`src/nfsg_pkg.sv`:
```
// Shared types and constants for the NTSC field sync generator.
`default_nettype none

package nfsg_pkg;

  localparam int COL_W  = 12;
  localparam int LINE_W = 9;

  localparam int EQ_LINES_DEF     = 3;
  localparam int VSYNC_LINES_DEF  = 3;
  localparam int VBLANK_LINES_DEF = 15;
  localparam int FIELD_LINES_DEF  = 262;

  localparam logic [COL_W-1:0] LINE_TICKS_RST     = 12'd763;
  localparam logic [COL_W-1:0] HSYNC_TICKS_RST    = 12'd61;
  localparam logic [COL_W-1:0] VSYNC_HALF_END_RST = 12'd210;

  localparam logic [7:0] BIT_NOT_SYNC  = 8'h80;
  localparam logic [7:0] BIT_NOT_BLANK = 8'h08;

  typedef enum logic [1:0] {
    REG_LINE_TICKS     = 2'd0,
    REG_HSYNC_TICKS    = 2'd1,
    REG_VSYNC_HALF_END = 2'd2
  } reg_index_t;

  typedef struct packed {
    logic [COL_W-1:0] line_ticks;
    logic [COL_W-1:0] hsync_ticks;
    logic [COL_W-1:0] vsync_half_end;
  } cfg_t;

  typedef struct packed {
    logic [COL_W-1:0]  col;
    logic [LINE_W-1:0] line;
    logic              field_end;
  } pos_t;

endpackage

`default_nettype wire

```
`src/nfsg_position.sv`:
```
// Column and line counters that track the raster position within a field.
`default_nettype none

module nfsg_position #(
  parameter int FIELD_LINES = nfsg_pkg::FIELD_LINES_DEF
) (
  input  wire                          clk,
  input  wire                          rst,
  input  wire                          advance,
  input  wire [nfsg_pkg::COL_W-1:0]    line_ticks,
  output nfsg_pkg::pos_t               pos
);
  import nfsg_pkg::*;

  logic [COL_W-1:0]  col;
  logic [LINE_W-1:0] line;
  logic              last_col;
  logic              last_line;

  assign last_col  = ({1'b0, col} + (COL_W+1)'(1)) >= {1'b0, line_ticks};
  assign last_line = ({1'b0, line} + (LINE_W+1)'(1)) >= (LINE_W+1)'(FIELD_LINES);

  always_ff @(posedge clk) begin
    if (rst) begin
      col  <= '0;
      line <= '0;
    end else if (advance) begin
      if (last_col) begin
        col  <= '0;
        line <= last_line ? '0 : line + LINE_W'(1);
      end else begin
        col <= col + COL_W'(1);
      end
    end
  end

  assign pos.col       = col;
  assign pos.line      = line;
  assign pos.field_end = last_col && last_line;

endmodule

`default_nettype wire

```
`src/nfsg_decode.sv`:
```
// Sync and blank decode of one raster position into the output byte.
`default_nettype none

module nfsg_decode #(
  parameter int EQ_LINES     = nfsg_pkg::EQ_LINES_DEF,
  parameter int VSYNC_LINES  = nfsg_pkg::VSYNC_LINES_DEF,
  parameter int VBLANK_LINES = nfsg_pkg::VBLANK_LINES_DEF
) (
  input  nfsg_pkg::cfg_t  cfg,
  input  nfsg_pkg::pos_t  pos,
  output logic [7:0]      rom_byte
);
  import nfsg_pkg::*;

  localparam logic [LINE_W-1:0] VS_START = LINE_W'(EQ_LINES);
  localparam logic [LINE_W-1:0] EQ2_START = LINE_W'(EQ_LINES + VSYNC_LINES);
  localparam logic [LINE_W-1:0] VB_START = LINE_W'(2 * EQ_LINES + VSYNC_LINES);
  localparam logic [LINE_W-1:0] ACT_START =
    LINE_W'(2 * EQ_LINES + VSYNC_LINES + VBLANK_LINES);

  logic [COL_W-1:0] half;
  logic [COL_W:0]   col_w;
  logic [COL_W:0]   half_w;
  logic [COL_W:0]   hs_w;
  logic             in_hsync;
  logic             eq_sync;
  logic             vs_sync;
  logic             sync;
  logic             blank;

  assign half   = {1'b0, cfg.line_ticks[COL_W-1:1]};
  assign col_w  = {1'b0, pos.col};
  assign half_w = {1'b0, half};
  assign hs_w   = {1'b0, cfg.hsync_ticks};

  assign in_hsync = pos.col < cfg.hsync_ticks;
  assign eq_sync  = in_hsync || (pos.col > half && col_w < half_w + hs_w);
  assign vs_sync  = (col_w + hs_w < half_w) ||
                    (pos.col > half && pos.col < cfg.vsync_half_end);

  always_comb begin
    blank = 1'b1;
    priority if (pos.line < VS_START) begin
      sync = eq_sync;
    end else if (pos.line < EQ2_START) begin
      sync = vs_sync;
    end else if (pos.line < VB_START) begin
      sync = eq_sync;
    end else if (pos.line < ACT_START) begin
      sync = in_hsync;
    end else begin
      sync  = in_hsync;
      blank = in_hsync;
    end
  end

  assign rom_byte = (sync ? 8'h00 : BIT_NOT_SYNC) | (blank ? 8'h00 : BIT_NOT_BLANK);

endmodule

`default_nettype wire

```
`src/ntsc_field_sync_generator.sv`:
```
// NTSC field sync generator top level: config registers, counters, output register.
// An accepted request's result is captured in the output register.
// Throughput: one request per cycle while m_tready is high; the output register refills while it is read.
// The counters advance at the request's edge when its tick bit is set, the decode runs from their old value.
// Reset (rst, synchronous): position goes to column 0, line 0, output empty,
// registers take their default timing values.
`default_nettype none

module ntsc_field_sync_generator #(
  parameter int EQ_LINES     = nfsg_pkg::EQ_LINES_DEF,
  parameter int VSYNC_LINES  = nfsg_pkg::VSYNC_LINES_DEF,
  parameter int VBLANK_LINES = nfsg_pkg::VBLANK_LINES_DEF,
  parameter int FIELD_LINES  = nfsg_pkg::FIELD_LINES_DEF
) (
  input  wire                        clk,
  input  wire                        rst,
  input  wire                        s_tvalid,
  output logic                       s_tready,
  input  wire  [7:0]                 s_tdata,    // [0] tick, [7:1] zero
  output logic                       m_tvalid,
  input  wire                        m_tready,
  output logic [7:0]                 m_tdata,    // [7:0] rom_byte
  output logic                       m_tlast,    // field_end
  input  wire                        cfg_valid,
  output logic                       cfg_ready,
  input  wire  [1:0]                 cfg_index,
  input  wire  [nfsg_pkg::COL_W-1:0] cfg_data
);
  import nfsg_pkg::*;

  cfg_t       cfg;
  pos_t       pos;
  logic [7:0] rom_byte;
  logic       accept;

  assign cfg_ready = 1'b1;
  assign s_tready  = !m_tvalid || m_tready;
  assign accept    = s_tvalid && s_tready;

  always_ff @(posedge clk) begin
    if (rst) begin
      cfg.line_ticks     <= LINE_TICKS_RST;
      cfg.hsync_ticks    <= HSYNC_TICKS_RST;
      cfg.vsync_half_end <= VSYNC_HALF_END_RST;
    end else if (cfg_valid) begin
      unique case (cfg_index)
        REG_LINE_TICKS:     cfg.line_ticks     <= cfg_data;
        REG_HSYNC_TICKS:    cfg.hsync_ticks    <= cfg_data;
        REG_VSYNC_HALF_END: cfg.vsync_half_end <= cfg_data;
        default: ;
      endcase
    end
  end

  nfsg_position #(
    .FIELD_LINES(FIELD_LINES)
  ) u_position (
    .clk        (clk),
    .rst        (rst),
    .advance    (accept && s_tdata[0]),
    .line_ticks (cfg.line_ticks),
    .pos        (pos)
  );

  nfsg_decode #(
    .EQ_LINES     (EQ_LINES),
    .VSYNC_LINES  (VSYNC_LINES),
    .VBLANK_LINES (VBLANK_LINES)
  ) u_decode (
    .cfg      (cfg),
    .pos      (pos),
    .rom_byte (rom_byte)
  );

  always_ff @(posedge clk) begin
    if (rst) begin
      m_tvalid <= 1'b0;
    end else if (accept) begin
      m_tvalid <= 1'b1;
    end else if (m_tready) begin
      m_tvalid <= 1'b0;
    end
  end

  always_ff @(posedge clk) begin
    if (accept) begin
      m_tdata <= rom_byte;
      m_tlast <= pos.field_end;
    end
  end

endmodule

`default_nettype wire

```
`config.mk`:
```
export PLATFORM = sky130hd
export DESIGN_NAME = ntsc_field_sync_generator
export DESIGN_NICKNAME = d
export VERILOG_FILES = /design/src/nfsg_pkg.sv /design/src/nfsg_position.sv /design/src/nfsg_decode.sv /design/src/ntsc_field_sync_generator.sv
export SDC_FILE = /design/constraint.sdc
export NUM_CORES = 1
export LEC_CHECK = 0
export ABC_AREA = 0
export BUFFER_PORTS_ARGS = -buffer_cell sky130_fd_sc_hd__clkbuf_2
export CORE_MARGIN = 2
export CORE_UTILIZATION = 60
export DETAILED_ROUTE_END_ITERATION = 8
export PLACE_DENSITY_LB_ADDON = 0.25
export RECOVER_POWER = 100
export SLEW_MARGIN = 10
export SYNTH_ARGS = -nofsm -noshare
export SYNTH_HDL_FRONTEND = slang
export SYNTH_SLANG_ARGS = --single-unit
```
`constraint.sdc`:
```
create_clock -name clk -period 9.7 [get_ports clk]
set_input_delay 0.485 -clock clk [delete_from_list [all_inputs] [get_ports clk]]
set_output_delay 0.485 -clock clk [all_outputs]
set_load 0.005 [all_outputs]
```
==> flow_summary.json <==
{
  "grt_pass1_vias": 4827,
  "postRouteAntennaNets": 0,
  "ys_seq_area_share_pct": 23.1,
  "clock_latency_ns": 0.34,
  "synthCells": 677,
  "async_flop_share_pct": 0,
  "drive_above_1_share_pct": 6.48,
  "area_growth_pct": 5.50,
  "worst_pin_slew_ns": 2.10,
  "min_path_type": "in2reg",
  "status": "complete, but fails checks",
  "fillers": 759,
  "cts_tree": "built",
  "relSlewSlack_pct": -40.2,
  "path_class": "reg2reg",
  "cts_buffer_depth": 2,
  "cp-endpoint": "u_position.col[2]",
  "tns_ns": 0,
  "period_share_pct": 48.5,
  "synth_cell_types": 67,
  "post_cts_resize_count": 0,
  "peakVddDrop_uv": 121,
  "maxSlewViolCount": 44,
  "synth_enable_flop_cells": 3,
  "final_util_pct": 65.5,
  "cts_setup_buffers": 0,
  "path_max_fanout": 12,
  "cp-end-kind": "flop",
  "numCtsBuffers": 9,
  "ys_seq_elements": 61,
  "globalRoute.totalOverflow": 0,
  "io_buffer_count": 24,
  "die_h_um": 99.0,
  "startpoint": "u_position.col[2]",
  "post-dp-hpwl_um": 10200,
  "cts-root-buf": "clkbuf_8",
  "drc": 0,
  "crit_arrival_ns": 4.94,
  "cts.htree.levels": 3,
  "num_rows": 34,
  "violations": "capacitance limit, slew limit",
  "skew_ns": 0.00938,
  "maxCapViolations": 1,
  "vias": 4952,
  "yosysTopAreaCell": "ha_1",
  "diodes": 0,
  "startpoint_type": "flop",
  "synth_flop_cell": "dfxtp_1",
  "start_util_pct": 62.1,
  "die-area_um2": 9800,
  "fmax_mhz": 212,
  "rsz0062_at_grt": "no",
  "final_common_cell": "ha_1",
  "r2r-end": "u_position.col[2]",
  "power_per_cell_area_nw_per_um2": 108,
  "r2r_slack_ns": 4.99,
  "io-pin-count": 39,
  "timing.rr.start": "u_position.col[2]",
  "drtIter0Drc": 333,
  "holdBufCountCts": 0,
  "min_period_ns": 4.71,
  "wirelength_um": 13300,
  "postSynthAreaPerCell_um2": 8.00,
  "track_usage_pct": 27.8,
  "ys_top_cells_by_area": "ha_1 (21%), dfxtp_1 (21%), a21oi_1 (5.9%)",
  "first_pass_iters": 5,
  "grt_pass1_wl_um": 22300,
  "leakage_uw": 0.00256,
  "synth_area_um2": 5420,
  "wl_per_cell_um": 16.6,
  "antenna_found_initial": 0,
  "clkSlewWorstSetupHoldPaths_ns": 0.07,
  "cts.sinks": 61,
  "grt_max_degree": 44,
  "layout_common_cells": "ha_1 (93), nand2_1 (81), a21oi_1 (64), inv_1 (58), dfxtp_1 (58)",
  "gp_congestion": 0.939,
  "nets": 811,
  "ys_warn_count": 0,
  "hold_viol": 0,
  "fp.dieW_um": 99.0,
  "netlist.area_leader.share_pct": 21.5,
  "reg2reg_depth": 13,
  "setup-violations-final": 0,
  "core_um2": 8720,
  "worstPathRequired_ns": 9.93,
  "vias_per_cell": 6.17
}
-- kinds of logic (layout without fill, tap and decap cells) --
kind of cell / Yosys count / after routing / synth area share, %
buffers and inverters: 89 / 101 / 6.86
flip-flops: 61 / 61 / 23.1
XOR/XNOR: 30 / 30 / 4.85
AO/OA/AOI/OAI: 175 / 175 / 22.0
AND/OR/NAND/NOR: 223 / 223 / 20.5
adder cells (fa/ha/maj): 95 / 95 / 22.2
other: 2 / 7 / 0.139
multiplexers: 2 / 2 / 0.393
-- worst max-delay path, cell delays in order (launching register included) --
cell and delay [ns]:
dfxtp_1 0.63, nand3_1 0.28, nor4_1 0.63, nand3_1 0.30, nor2_1 0.20, xor2_1 0.10, ha_1 0.22, a2111o_1 0.37
nor2_1 0.11, o211ai_1 0.18, a21oi_1 0.65, clkbuf_1 0.53, a21oi_1 0.16, o32ai_1 0.24
-- routing by layer --
metal  vias up  track usage [%]  routed length [µm]
li1       2439                -                   -
met1      2373             37.2                6230
met2       123             47.0                6270
met3        17             4.18                 576
met4         0             7.38                 203
met5         -                0                   0
-- area by class of cell --
type	instances	area (µm²)	area share, %
well taps	108	135	2.36
inverters	59	221	3.88
clock buffers	11	141	2.47
repair buffers	26	123	2.15
multi-input cells	532	3770	66.0
clock inverters	5	73.8	1.29
flip-flops and latches	61	1250	21.9
-- power by group --
group / switching [µW] / internal [µW]
Sequential: 6.19 / 260
Clock: 101 / 150
Combinational: 61.0 / 38.7
Total: 168 / 449
-- worst min path at each step --
stage,startpoint,endpoint,slack [ns],cells past startpoint
6_report,cfg_data[9],cfg[21],0.40,3
3_5_place_dp,cfg[2],cfg[2],0.45,2
4_1_cts,cfg_data[9],cfg[21],0.39,3
3_3_place_gp,cfg[8],cfg[8],0.44,2
5_1_grt,cfg_data[9],cfg[21],0.41,3
2_1_floorplan,cfg[0],cfg[0],0.43,2
-- sequential cells by signal, indices dropped and copies added, names as in the netlist --
name and count:
u_position.col 12, m_tlast 1, cfg 36, u_position.line 9, m_tvalid 1, m_tdata 2
-- through the flow --
stage | hold slack [ns] | instances | cell area [µm²] | worst slack, ns | power [µW]
6_report | 0.397 | 802 | 5710 | 4.99 | 617
5_1_grt | 0.412 | 802 | 5710 | 4.54 | 645
4_1_cts | 0.386 | 802 | 5780 | 5.47 | 617
3_5_place_dp | 0.447 | 786 | 5560 | 5.51 | 370
3_3_place_gp | 0.444 | 786 | 5560 | 5.65 | 364
2_1_floorplan | 0.432 | 682 | 5440 | 6.23 | 343
-- synth_stat cells, types with 3 or more instances --
| cell | n |
|---|---|
| a211oi_1 | 6 |
| a21o_1 | 8 |
| a21oi_1 | 64 |
| a31oi_1 | 5 |
| and3_1 | 7 |
| buf_2 | 3 |
| buf_4 | 7 |
| clkbuf_1 | 17 |
| dfxtp_1 | 58 |
| edfxtp_1 | 3 |
| ha_1 | 93 |
| inv_1 | 58 |
| nand2_1 | 81 |
| nand2b_1 | 5 |
| nand3_1 | 25 |
| nand3b_1 | 5 |
| nor2_1 | 41 |
| nor2b_1 | 15 |
| nor3_1 | 14 |
| nor4_1 | 5 |
| o211ai_1 | 20 |
| o21a_1 | 5 |
| o21ai_0 | 16 |
| o21ai_1 | 6 |
| o21bai_1 | 3 |
| o311ai_1 | 7 |
| o31ai_1 | 4 |
| o32ai_1 | 4 |
| o41ai_2 | 6 |
| or2_2 | 3 |
| or3_1 | 4 |
| or4_1 | 4 |
| xnor2_1 | 17 |
| xor2_1 | 13 |
No activity file was read; power rests on OpenSTA's default activity.
